$ cat config.mk
export PLATFORM = sky130hd
export DESIGN_NAME = circle_ring_pixel_mask
export DESIGN_NICKNAME = d
export VERILOG_FILES = /design/src/sv/crpm_pkg.sv /design/src/sv/circle_ring_pixel_mask.sv /design/src/sv/crpm_csr.sv /design/src/sv/crpm_raster.sv /design/src/sv/crpm_eval.sv
export SDC_FILE = /design/constraint.sdc
export NUM_CORES = 2
export LEC_CHECK = 0
export BUFFER_PORTS_ARGS = -buffer_cell sky130_fd_sc_hd__buf_4
export CORE_MARGIN = 3
export CORE_UTILIZATION = 65
export CTS_CLUSTER_SIZE = 40
export DETAILED_ROUTE_END_ITERATION = 16
export PLACE_DENSITY_LB_ADDON = 0.25
export SKIP_LAST_GASP = 1
export SLEW_MARGIN = 20
export SYNTH_ARGS = -nofsm -noshare
export SYNTH_HDL_FRONTEND = slang
export SYNTH_SLANG_ARGS = --single-unit
$ cat constraint.sdc
create_clock -name clock -period 29.1 [get_ports clock]
set_clock_uncertainty 0.15 [all_clocks]
set_input_delay 8.73 -clock clock [delete_from_list [all_inputs] [get_ports clock]]
set_output_delay 8.73 -clock clock [all_outputs]
set_load 0.05 [all_outputs]
$ cat src/sv/crpm_pkg.sv
package crpm_pkg;

   // Defaults for the top-level parameters.
   localparam int MAX_SIDE_DEF  = 4096;
   localparam int FRAC_BITS_DEF = 4;

   // Configuration port.
   localparam int CSR_DATA_W  = 17;
   localparam int CSR_INDEX_W = 3;
   localparam int FRAME_W     = 13;
   localparam int CENTER_W    = 17;
   localparam int RADIUS_W    = 16;
   localparam logic [FRAME_W-1:0] FRAME_RESET = 13'd4096;

   typedef enum logic [CSR_INDEX_W-1:0] {
      REG_CENTER_X     = 3'd0,
      REG_CENTER_Y     = 3'd1,
      REG_RADIUS       = 3'd2,
      REG_FILL_MODE    = 3'd3,
      REG_FRAME_WIDTH  = 3'd4,
      REG_FRAME_HEIGHT = 3'd5
   } csr_reg_type;

   // Luminance weights in thousandths, and the reciprocal of 1000 used to
   // divide their sum: floor(x / 1000) == (x * RECIP) >> RECIP_SHIFT for x < 2^18.
   localparam int WSUM_W      = 18;
   localparam int LUMA_R      = 299;
   localparam int LUMA_G      = 587;
   localparam int LUMA_B      = 114;
   localparam int RECIP_W     = 19;
   localparam int RECIP       = 268436;
   localparam int RECIP_SHIFT = 28;

   typedef struct packed {
      logic signed [CENTER_W-1:0] center_x;
      logic signed [CENTER_W-1:0] center_y;
      logic [RADIUS_W-1:0]        radius;
      logic                       fill_mode;
      logic [FRAME_W-1:0]         frame_width;
      logic [FRAME_W-1:0]         frame_height;
   } csr_type;

   typedef struct packed {
      logic [7:0] red;
      logic [7:0] green;
      logic [7:0] blue;
      logic [7:0] alpha;
   } color_type;

   typedef struct packed {
      color_type  color;
      logic [7:0] gray_level;
      logic       is_inside;
      logic       frame_end;
   } result_type;

   // Frame side as used by the counters: zero acts as one, and anything
   // above the largest side acts as the largest side.
   function automatic int clamp_side(logic [FRAME_W-1:0] side, int max_side);
      int v;
      v = int'(side);
      if (v < 1) begin
         return 1;
      end
      if (v > max_side) begin
         return max_side;
      end
      return v;
   endfunction

endpackage

$ cat src/sv/circle_ring_pixel_mask.sv
// Channel   Direction  Ports                                          Handshake
// req       in         color_red/green/blue/alpha, shift_x, shift_y   req_valid / req_ready
// rsp       out        out_red/green/blue/alpha, gray_level,          rsp_valid / rsp_ready
//                      is_inside, frame_end
// csr       in         csr_index, csr_wdata                           csr_write
//
// Each word passes through an input register, then the distance test and luminance divide
// feeding the result register.
// One word is accepted per cycle unless a stalled result backs up the input register; the
// two squarers and the reciprocal multiply set the critical path between the two registers.
// Reset clears the counters, the configuration and both valid flags.
// A stalled result holds its register while the input register still takes one more word.
module circle_ring_pixel_mask
   import crpm_pkg::*;
#(
   parameter int MAX_SIDE  = MAX_SIDE_DEF,
   parameter int FRAC_BITS = FRAC_BITS_DEF
) (
   input  logic                    clock,
   input  logic                    reset,
   input  logic                    req_valid,
   output logic                    req_ready,
   input  logic [7:0]              req_color_red,
   input  logic [7:0]              req_color_green,
   input  logic [7:0]              req_color_blue,
   input  logic [7:0]              req_color_alpha,
   input  logic signed [11:0]      req_shift_x,
   input  logic signed [11:0]      req_shift_y,
   output logic                    rsp_valid,
   input  logic                    rsp_ready,
   output logic [7:0]              rsp_out_red,
   output logic [7:0]              rsp_out_green,
   output logic [7:0]              rsp_out_blue,
   output logic [7:0]              rsp_out_alpha,
   output logic [7:0]              rsp_gray_level,
   output logic                    rsp_is_inside,
   output logic                    rsp_frame_end,
   input  logic                    csr_write,
   input  logic [CSR_INDEX_W-1:0]  csr_index,
   input  logic [CSR_DATA_W-1:0]   csr_wdata
);

   localparam int CW      = $clog2(MAX_SIDE);
   localparam int POS_W   = (CW + FRAC_BITS + 2 > 13) ? CW + FRAC_BITS + 2 : 13;
   localparam int DIFF_W  = ((POS_W > CENTER_W) ? POS_W : CENTER_W) + 1;
   localparam int MAG_W   = DIFF_W + 1;
   localparam int RB_W    = ((FRAC_BITS + 1 > RADIUS_W + 1) ? FRAC_BITS + 1 : RADIUS_W + 1) + 1;
   localparam int BOUND_W = 2 * RB_W;

   csr_type                   csr;
   logic [BOUND_W-1:0]        outer_bound;
   logic [BOUND_W-1:0]        inner_bound;
   logic [CW-1:0]             col;
   logic [CW-1:0]             row;
   logic                      pos_frame_end;

   logic                      accept;
   logic                      out_free;
   logic                      s1_move;
   logic                      s1_valid_ff;
   logic                      s1_valid_in;
   logic                      rsp_valid_ff;
   logic                      rsp_valid_in;

   logic signed [POS_W-1:0]   px;
   logic signed [POS_W-1:0]   py;
   logic signed [DIFF_W-1:0]  dx;
   logic signed [DIFF_W-1:0]  dy;
   logic [DIFF_W-1:0]         abs_x;
   logic [DIFF_W-1:0]         abs_y;
   logic [WSUM_W-1:0]         wsum_in;

   logic [MAG_W-1:0]          mag_x_ff;
   logic [MAG_W-1:0]          mag_y_ff;
   logic [WSUM_W-1:0]         wsum_ff;
   color_type                 color_ff;
   logic                      frame_end_ff;
   result_type                result;
   result_type                result_ff;

   crpm_csr #(
      .FRAC_BITS (FRAC_BITS),
      .BOUND_W   (BOUND_W)
   ) u_csr (
      .clock       (clock),
      .reset       (reset),
      .csr_write   (csr_write),
      .csr_index   (csr_index),
      .csr_wdata   (csr_wdata),
      .csr         (csr),
      .outer_bound (outer_bound),
      .inner_bound (inner_bound)
   );

   crpm_raster #(
      .MAX_SIDE (MAX_SIDE),
      .CW       (CW)
   ) u_raster (
      .clock        (clock),
      .reset        (reset),
      .advance      (accept),
      .frame_width  (csr.frame_width),
      .frame_height (csr.frame_height),
      .col          (col),
      .row          (row),
      .frame_end    (pos_frame_end)
   );

   // Two-entry pipeline: the input register moves on whenever the result
   // register is empty or being drained this cycle.
   always_comb begin
      out_free     = !rsp_valid_ff || rsp_ready;
      s1_move      = s1_valid_ff && out_free;
      req_ready    = !s1_valid_ff || out_free;
      accept       = req_valid && req_ready;
      s1_valid_in  = accept ? 1'b1 : (s1_move ? 1'b0 : s1_valid_ff);
      rsp_valid_in = s1_move ? 1'b1 : (rsp_ready ? 1'b0 : rsp_valid_ff);
   end

   always_ff @(posedge clock) begin
      if (reset) begin
         s1_valid_ff  <= 1'b0;
         rsp_valid_ff <= 1'b0;
      end else begin
         s1_valid_ff  <= s1_valid_in;
         rsp_valid_ff <= rsp_valid_in;
      end
   end

   // Sample point offset from the center, and its doubled magnitude,
   // are formed ahead of the input register.
   always_comb begin
      px      = $signed(POS_W'(col) << FRAC_BITS) + POS_W'(req_shift_x);
      py      = $signed(POS_W'(row) << FRAC_BITS) + POS_W'(req_shift_y);
      dx      = DIFF_W'(px) - DIFF_W'(csr.center_x);
      dy      = DIFF_W'(py) - DIFF_W'(csr.center_y);
      abs_x   = dx[DIFF_W-1] ? (~dx + 1'b1) : dx;
      abs_y   = dy[DIFF_W-1] ? (~dy + 1'b1) : dy;
      wsum_in = WSUM_W'(req_color_red) * WSUM_W'(LUMA_R)
              + WSUM_W'(req_color_green) * WSUM_W'(LUMA_G)
              + WSUM_W'(req_color_blue) * WSUM_W'(LUMA_B);
   end

   always_ff @(posedge clock) begin
      if (accept) begin
         mag_x_ff       <= {abs_x, 1'b0};
         mag_y_ff       <= {abs_y, 1'b0};
         wsum_ff        <= wsum_in;
         color_ff.red   <= req_color_red;
         color_ff.green <= req_color_green;
         color_ff.blue  <= req_color_blue;
         color_ff.alpha <= req_color_alpha;
         frame_end_ff   <= pos_frame_end;
      end
   end

   crpm_eval #(
      .MAG_W   (MAG_W),
      .BOUND_W (BOUND_W)
   ) u_eval (
      .mag_x       (mag_x_ff),
      .mag_y       (mag_y_ff),
      .outer_bound (outer_bound),
      .inner_bound (inner_bound),
      .fill_mode   (csr.fill_mode),
      .color       (color_ff),
      .wsum        (wsum_ff),
      .frame_end   (frame_end_ff),
      .result      (result)
   );

   always_ff @(posedge clock) begin
      if (s1_move) begin
         result_ff <= result;
      end
   end

   assign rsp_valid      = rsp_valid_ff;
   assign rsp_out_red    = result_ff.color.red;
   assign rsp_out_green  = result_ff.color.green;
   assign rsp_out_blue   = result_ff.color.blue;
   assign rsp_out_alpha  = result_ff.color.alpha;
   assign rsp_gray_level = result_ff.gray_level;
   assign rsp_is_inside  = result_ff.is_inside;
   assign rsp_frame_end  = result_ff.frame_end;

   // An outside pixel is transparent black with no luminance.
   assert property (@(posedge clock) disable iff (reset)
      rsp_valid && !rsp_is_inside |->
         rsp_out_red == 8'd0 && rsp_out_green == 8'd0 && rsp_out_blue == 8'd0 &&
         rsp_out_alpha == 8'd0 && rsp_gray_level == 8'd0)
      else $error("outside pixel carries color");

   // The word after the last pixel of a frame starts at the origin.
   assert property (@(posedge clock) disable iff (reset)
      accept && pos_frame_end |=> col == '0 && row == '0)
      else $error("raster did not wrap after frame end");

   // A word leaving the input register lands in the result register.
   assert property (@(posedge clock) disable iff (reset)
      s1_move |=> rsp_valid_ff)
      else $error("word lost between input and result registers");

endmodule

$ cat src/sv/crpm_csr.sv
module crpm_csr
   import crpm_pkg::*;
#(
   parameter int FRAC_BITS = FRAC_BITS_DEF,
   parameter int BOUND_W   = 36
) (
   input  logic                   clock,
   input  logic                   reset,
   input  logic                   csr_write,
   input  logic [CSR_INDEX_W-1:0] csr_index,
   input  logic [CSR_DATA_W-1:0]  csr_wdata,
   output csr_type                csr,
   output logic [BOUND_W-1:0]     outer_bound,
   output logic [BOUND_W-1:0]     inner_bound
);

   localparam int RB_W = BOUND_W / 2;
   localparam logic [RB_W-1:0] ONE = {{(RB_W-1){1'b0}}, 1'b1} << FRAC_BITS;

   csr_type              csr_ff;
   logic [RB_W-1:0]      twice_r;
   logic [RB_W-1:0]      outer_root;
   logic [RB_W-1:0]      inner_root;
   logic [BOUND_W-1:0]   outer_ff;
   logic [BOUND_W-1:0]   inner_ff;
   logic [BOUND_W-1:0]   outer_in;
   logic [BOUND_W-1:0]   inner_in;

   always_ff @(posedge clock) begin
      if (reset) begin
         csr_ff.center_x     <= '0;
         csr_ff.center_y     <= '0;
         csr_ff.radius       <= '0;
         csr_ff.fill_mode    <= 1'b0;
         csr_ff.frame_width  <= FRAME_RESET;
         csr_ff.frame_height <= FRAME_RESET;
      end else if (csr_write) begin
         case (csr_reg_type'(csr_index))
            REG_CENTER_X:     csr_ff.center_x     <= $signed(csr_wdata[CENTER_W-1:0]);
            REG_CENTER_Y:     csr_ff.center_y     <= $signed(csr_wdata[CENTER_W-1:0]);
            REG_RADIUS:       csr_ff.radius       <= csr_wdata[RADIUS_W-1:0];
            REG_FILL_MODE:    csr_ff.fill_mode    <= csr_wdata[0];
            REG_FRAME_WIDTH:  csr_ff.frame_width  <= csr_wdata[FRAME_W-1:0];
            REG_FRAME_HEIGHT: csr_ff.frame_height <= csr_wdata[FRAME_W-1:0];
            default: ;
         endcase
      end
   end

   // Squared bounds at twice the resolution, so the half pixel is exact.
   // They are registered, so they follow the radius register in the next cycle.
   always_comb begin
      twice_r    = RB_W'({csr_ff.radius, 1'b0});
      outer_root = twice_r + ONE;
      inner_root = (twice_r >= ONE) ? (twice_r - ONE) : (ONE - twice_r);
      outer_in   = BOUND_W'(outer_root) * BOUND_W'(outer_root);
      inner_in   = BOUND_W'(inner_root) * BOUND_W'(inner_root);
   end

   always_ff @(posedge clock) begin
      outer_ff <= outer_in;
      inner_ff <= inner_in;
   end

   assign csr         = csr_ff;
   assign outer_bound = outer_ff;
   assign inner_bound = inner_ff;

endmodule

$ cat src/sv/crpm_raster.sv
module crpm_raster
   import crpm_pkg::*;
#(
   parameter int MAX_SIDE = MAX_SIDE_DEF,
   parameter int CW       = 12
) (
   input  logic               clock,
   input  logic               reset,
   input  logic               advance,
   input  logic [FRAME_W-1:0] frame_width,
   input  logic [FRAME_W-1:0] frame_height,
   output logic [CW-1:0]      col,
   output logic [CW-1:0]      row,
   output logic               frame_end
);

   logic [CW-1:0] col_ff;
   logic [CW-1:0] row_ff;
   logic [CW-1:0] col_in;
   logic [CW-1:0] row_in;
   logic [CW-1:0] last_c;
   logic [CW-1:0] last_r;
   logic          last_col;
   logic          last_row;

   // A counter at or past the last position (the frame shrank mid-frame)
   // is taken as the last position.
   always_comb begin
      last_c   = CW'(clamp_side(frame_width, MAX_SIDE) - 1);
      last_r   = CW'(clamp_side(frame_height, MAX_SIDE) - 1);
      last_col = col_ff >= last_c;
      last_row = row_ff >= last_r;
      col      = last_col ? last_c : col_ff;
      row      = last_row ? last_r : row_ff;
      frame_end = last_col && last_row;
      if (last_col) begin
         col_in = '0;
         row_in = last_row ? '0 : row + 1'b1;
      end else begin
         col_in = col + 1'b1;
         row_in = row;
      end
   end

   always_ff @(posedge clock) begin
      if (reset) begin
         col_ff <= '0;
         row_ff <= '0;
      end else if (advance) begin
         col_ff <= col_in;
         row_ff <= row_in;
      end
   end

endmodule

$ cat src/sv/crpm_eval.sv
module crpm_eval
   import crpm_pkg::*;
#(
   parameter int MAG_W   = 20,
   parameter int BOUND_W = 36
) (
   input  logic [MAG_W-1:0]   mag_x,
   input  logic [MAG_W-1:0]   mag_y,
   input  logic [BOUND_W-1:0] outer_bound,
   input  logic [BOUND_W-1:0] inner_bound,
   input  logic               fill_mode,
   input  color_type          color,
   input  logic [WSUM_W-1:0]  wsum,
   input  logic               frame_end,
   output result_type         result
);

   localparam int SQ_W   = 2 * MAG_W;
   localparam int DIST_W = SQ_W + 1;
   localparam int PROD_W = WSUM_W + RECIP_W;

   logic [SQ_W-1:0]   sq_x;
   logic [SQ_W-1:0]   sq_y;
   logic [DIST_W-1:0] dist_sum;
   logic [DIST_W-1:0] outer_ext;
   logic [DIST_W-1:0] inner_ext;
   logic [PROD_W-1:0] prod;
   logic              hit;

   always_comb begin
      sq_x      = SQ_W'(mag_x) * SQ_W'(mag_x);
      sq_y      = SQ_W'(mag_y) * SQ_W'(mag_y);
      dist_sum  = DIST_W'(sq_x) + DIST_W'(sq_y);
      outer_ext = DIST_W'(outer_bound);
      inner_ext = DIST_W'(inner_bound);
      if (fill_mode) begin
         hit = dist_sum <= outer_ext;
      end else begin
         hit = (dist_sum >= inner_ext) && (dist_sum <= outer_ext);
      end
      prod = PROD_W'(wsum) * PROD_W'(RECIP);

      result.is_inside  = hit;
      result.frame_end  = frame_end;
      result.color      = hit ? color : '0;
      result.gray_level = hit ? prod[RECIP_SHIFT +: 8] : 8'd0;
   end

endmodule
==> impl_results.html <==
<table>
<tr><th>Metric</th><th>Value</th></tr>
<tr><th colspan="2">Clock network</th></tr>
<tr><td>Cell at the root of the clock tree</td><td>sky130_fd_sc_hd__clkbuf_16</td></tr>
<tr><td>CTS resizes</td><td>0</td></tr>
<tr><td>Clock tree from TritonCTS</td><td>yes</td></tr>
<tr><td>CTS Hold Buffers Added</td><td>0</td></tr>
<tr><td>Clock transition at the registers of the reported paths</td><td>60 ps</td></tr>
<tr><td>Maximum level of the CTS H-tree</td><td>2</td></tr>
<tr><td>Maximum count of clock buffers along a single path</td><td>3</td></tr>
<tr><td>Insertion delay of the later-clocked pin in the worst-skew pair</td><td>550 ps</td></tr>
<tr><td>Number of clock buffers inserted by TritonCTS</td><td>35</td></tr>
<tr><td>Clock net sink count</td><td>298</td></tr>
<tr><td>Number of buffers inserted to repair setup after CTS</td><td>0</td></tr>
<tr><th colspan="2">Logic synthesis</th></tr>
<tr><td>Most used flip-flop cell after synthesis</td><td>sky130_fd_sc_hd__dfxtp_1</td></tr>
<tr><td>Asr flop ratio synth</td><td>0</td></tr>
<tr><td>Count of flip-flops with a built-in enable after synthesis</td><td>131</td></tr>
<tr><td>Register area share after synthesis</td><td>0.1181</td></tr>
<tr><td>Number of instances in the synthesized netlist</td><td>6720</td></tr>
<tr><td>Yosys warns</td><td>0</td></tr>
<tr><td>Number of distinct library cells after synthesis</td><td>117</td></tr>
<tr><td>Synthesized area per cell</td><td>9.172 µm²</td></tr>
<tr><td>Netlist Area Pre-Place</td><td>61630 µm²</td></tr>
<tr><td>Flip-flop and latch count after synthesis</td><td>298</td></tr>
<tr><th colspan="2">STA</th></tr>
<tr><td>Unrepaired setup endpoints after global routing</td><td>false</td></tr>
<tr><td>Setup tns final</td><td>0 ps</td></tr>
<tr><td>Transition time at the pin with the least slew margin</td><td>1128 ps</td></tr>
<tr><td>Final count of negative-setup-slack endpoints</td><td>0</td></tr>
<tr><td>Time the worst path needs with I/O delays and setup</td><td>18360 ps</td></tr>
<tr><td>Relative max-transition margin</td><td>0.2452</td></tr>
<tr><td>Max Transition Viols Final</td><td>0</td></tr>
<tr><td>Maximum clock frequency</td><td>0.05447 GHz</td></tr>
<tr><td>Final period util</td><td>0.6309</td></tr>
<tr><td>Final count of hold timing violations</td><td>0</td></tr>
<tr><th colspan="2">Die</th></tr>
<tr><td>Effective utilization at floorplan</td><td>0.6584</td></tr>
<tr><td>Core area</td><td>93610 µm²</td></tr>
<tr><td>Die height</td><td>313.9 µm</td></tr>
<tr><td>Die Wd</td><td>313.9 µm</td></tr>
<tr><td>Die area</td><td>98550 µm²</td></tr>
<tr><td>Number of rows in the core area</td><td>112</td></tr>
<tr><td>Number of primary I/O pins</td><td>125</td></tr>
<tr><th colspan="2">Worst setup path</th></tr>
<tr><td>CP Launch Type</td><td>input port</td></tr>
<tr><td>CP Data Required Time</td><td>20220 ps</td></tr>
<tr><td>FF-to-FF setup slack</td><td>17210 ps</td></tr>
<tr><td>Crit path arrival time</td><td>9480 ps</td></tr>
<tr><td>Largest fanout on the critical path</td><td>4</td></tr>
<tr><td>CP Class</td><td>input port to output pin</td></tr>
<tr><td>Nature of the critical path endpoint</td><td>output pin</td></tr>
<tr><th colspan="2">Routing</th></tr>
<tr><td>Average routed wire per standard cell</td><td>17.97 µm</td></tr>
<tr><td>Number of nets still failing antenna checks after routing</td><td>0</td></tr>
<tr><td>DR DRC count</td><td>0</td></tr>
<tr><td>Via count of the routed design</td><td>45060</td></tr>
<tr><td>DRT Pass-1 Iters</td><td>6</td></tr>
<tr><td>Number of vias per cell after detailed routing</td><td>5.575</td></tr>
<tr><td>Total routed wirelength</td><td>145.2 mm</td></tr>
<tr><td>Drt first-iter violations</td><td>2863</td></tr>
<tr><th colspan="2">Global routing</th></tr>
<tr><td>Via count of the first global-routing pass</td><td>47410</td></tr>
<tr><td>Number of antenna violations at the first check in global routing</td><td>3</td></tr>
<tr><td>Wire length of the first global-routing pass</td><td>239.9 mm</td></tr>
<tr><td>Residual overflow from global routing</td><td>0</td></tr>
<tr><td>Largest net degree at the start of global routing</td><td>70</td></tr>
<tr><td>Overall track demand over capacity in global routing</td><td>0.3041</td></tr>
<tr><th colspan="2">Run</th></tr>
<tr><td>Max capacitance violation total</td><td>0</td></tr>
<tr><th colspan="2">Outcome</th></tr>
<tr><td>Status</td><td>finished clean</td></tr>
<tr><th colspan="2">Layout</th></tr>
<tr><td>Commonest non-fill, non-tap cell in the layout</td><td>sky130_fd_sc_hd__inv_1</td></tr>
<tr><td>Area growth, synth to finish</td><td>5.680%</td></tr>
<tr><td>Most frequent cells in the layout</td><td>1622 x sky130_fd_sc_hd__inv_1, 1029 x sky130_fd_sc_hd__fa_1, 902 x sky130_fd_sc_hd__ha_1</td></tr>
<tr><td>Final-stage net count</td><td>8812</td></tr>
<tr><td>Share of layout cells above drive strength 1</td><td>0.04952</td></tr>
<tr><th colspan="2">Placement</th></tr>
<tr><td>Port Buf Inserts</td><td>124</td></tr>
<tr><td>Post-DP HPWL</td><td>121.5 mm</td></tr>
<tr><td>Weighted congestion at the end of routability-driven global placement</td><td>0.9330</td></tr>
<tr><th colspan="2">Min path</th></tr>
<tr><td>Worst hold-check path type</td><td>flop to flop</td></tr>
</table>
[cell usage after synthesis, types with 20 or more instances]
master / n / area [µm²]
sky130_fd_sc_hd__inv_1: 1623 / 6092
sky130_fd_sc_hd__fa_1: 1029 / 20600
sky130_fd_sc_hd__ha_1: 902 / 11290
sky130_fd_sc_hd__nand2_1: 566 / 2125
sky130_fd_sc_hd__nor2_1: 382 / 1434
sky130_fd_sc_hd__a21oi_1: 305 / 1526
sky130_fd_sc_hd__xnor2_1: 232 / 2032
sky130_fd_sc_hd__and2_1: 204 / 1276
sky130_fd_sc_hd__dfxtp_1: 167 / 3343
sky130_fd_sc_hd__edfxtp_1: 131 / 3934
sky130_fd_sc_hd__o21ai_0: 118 / 590.6
sky130_fd_sc_hd__clkbuf_1: 112 / 420.4
sky130_fd_sc_hd__a21o_1: 105 / 788.3
sky130_fd_sc_hd__xor2_1: 81 / 709.4
sky130_fd_sc_hd__nand3_1: 75 / 375.4
sky130_fd_sc_hd__nor3_1: 51 / 255.2
sky130_fd_sc_hd__o21a_1: 44 / 330.3
sky130_fd_sc_hd__nand2b_1: 43 / 269.0
sky130_fd_sc_hd__nor2b_1: 43 / 269.0
sky130_fd_sc_hd__nand4_1: 31 / 193.9
sky130_fd_sc_hd__and3_1: 29 / 181.4
sky130_fd_sc_hd__o21bai_1: 29 / 217.7
sky130_fd_sc_hd__inv_2: 23 / 86.33
sky130_fd_sc_hd__a31oi_1: 21 / 131.4
sky130_fd_sc_hd__buf_2: 21 / 105.1
sky130_fd_sc_hd__a211oi_1: 20 / 150.1
[metal layers]
| layer | wire length (µm) | global-route usage |
|---|---|---|
| met1 | 61430 | 0.4159 |
| met2 | 67980 | 0.4989 |
| met3 | 10240 | 0.04555 |
| met4 | 5533 | 0.1024 |
| met5 | 34 | 0 |
[registers in the layout, indices dropped and copies added (netlist names), 8 cells and up]
name / count
rsp_out_blue: 8
u_csr.outer_bound: 33
u_csr.csr: 77
u_csr.inner_bound: 31
rsp_out_green: 8
mag_y_ff: 19
rsp_out_alpha: 8
u_raster.col_ff: 12
rsp_gray_level: 8
rsp_out_red: 8
color_ff: 32
mag_x_ff: 19
u_raster.row_ff: 12
wsum_ff: 18
[critical path, cell delays in order]
cell                      delay [ps]
sky130_fd_sc_hd__buf_4           110
sky130_fd_sc_hd__nor2b_1         310
sky130_fd_sc_hd__nand2_1         120
sky130_fd_sc_hd__buf_4           200
[stage by stage]
stage | area, µm² | setup slack (ps) | hold WS (ps) | std cells | util
4_1_cts | 65120 | 10740 | 307.8 | 8079 | 0.6956
3_3_place_gp | 63990 | 10770 | 294.4 | 8016 | 0.6835
5_1_grt | 65130 | 10650 | 320.4 | 8080 | 0.6957
2_1_floorplan | 61660 | 10960 | 250.3 | 6728 | -
3_5_place_dp | 63990 | 10740 | 299.4 | 8016 | 0.6835
6_report | 65130 | 10740 | 306.9 | 8082 | 0.6958
[worst paths after layout]
path | from | to | cells after the start
worst min-delay path | u_csr.csr[55]$_SDFFE_PP0P_ | u_csr.csr[55]$_SDFFE_PP0P_ | 2
worst max-delay path | rsp_ready | req_ready | 4
worst max register to register | mag_x_ff[7]$_DFFE_PP_ | rsp_gray_level[6]$_SDFFCE_PN0P_ | 40
worst min register to register | u_csr.csr[55]$_SDFFE_PP0P_ | u_csr.csr[55]$_SDFFE_PP0P_ | 2
[cell type report]
class                   count  area (µm²)
diodes                      2       5.005
well taps                1254        1569
flip-flops and latches    298        7277
clock inverters            17       131.4
multi-input cells        4638       47630
clock buffers              46        1001
repair buffers            176        1321
fillers                  7374       28480
inverters                1651        6200
[cells by family after synthesis]
logic type,count (synthesis),share of synthesized area
mux,19,0.003248
simple gates,1522,0.1162
xor+xnor,317,0.04553
buf+inv,1792,0.1101
flops,298,0.1181
other cells,2,0.0001219
compound gates,839,0.08943
fa+ha+maj,1931,0.5173
Power is left out: the tool's default activity adds up to more than one toggle a clock period on the data nets, which glitch-free logic cannot reach.
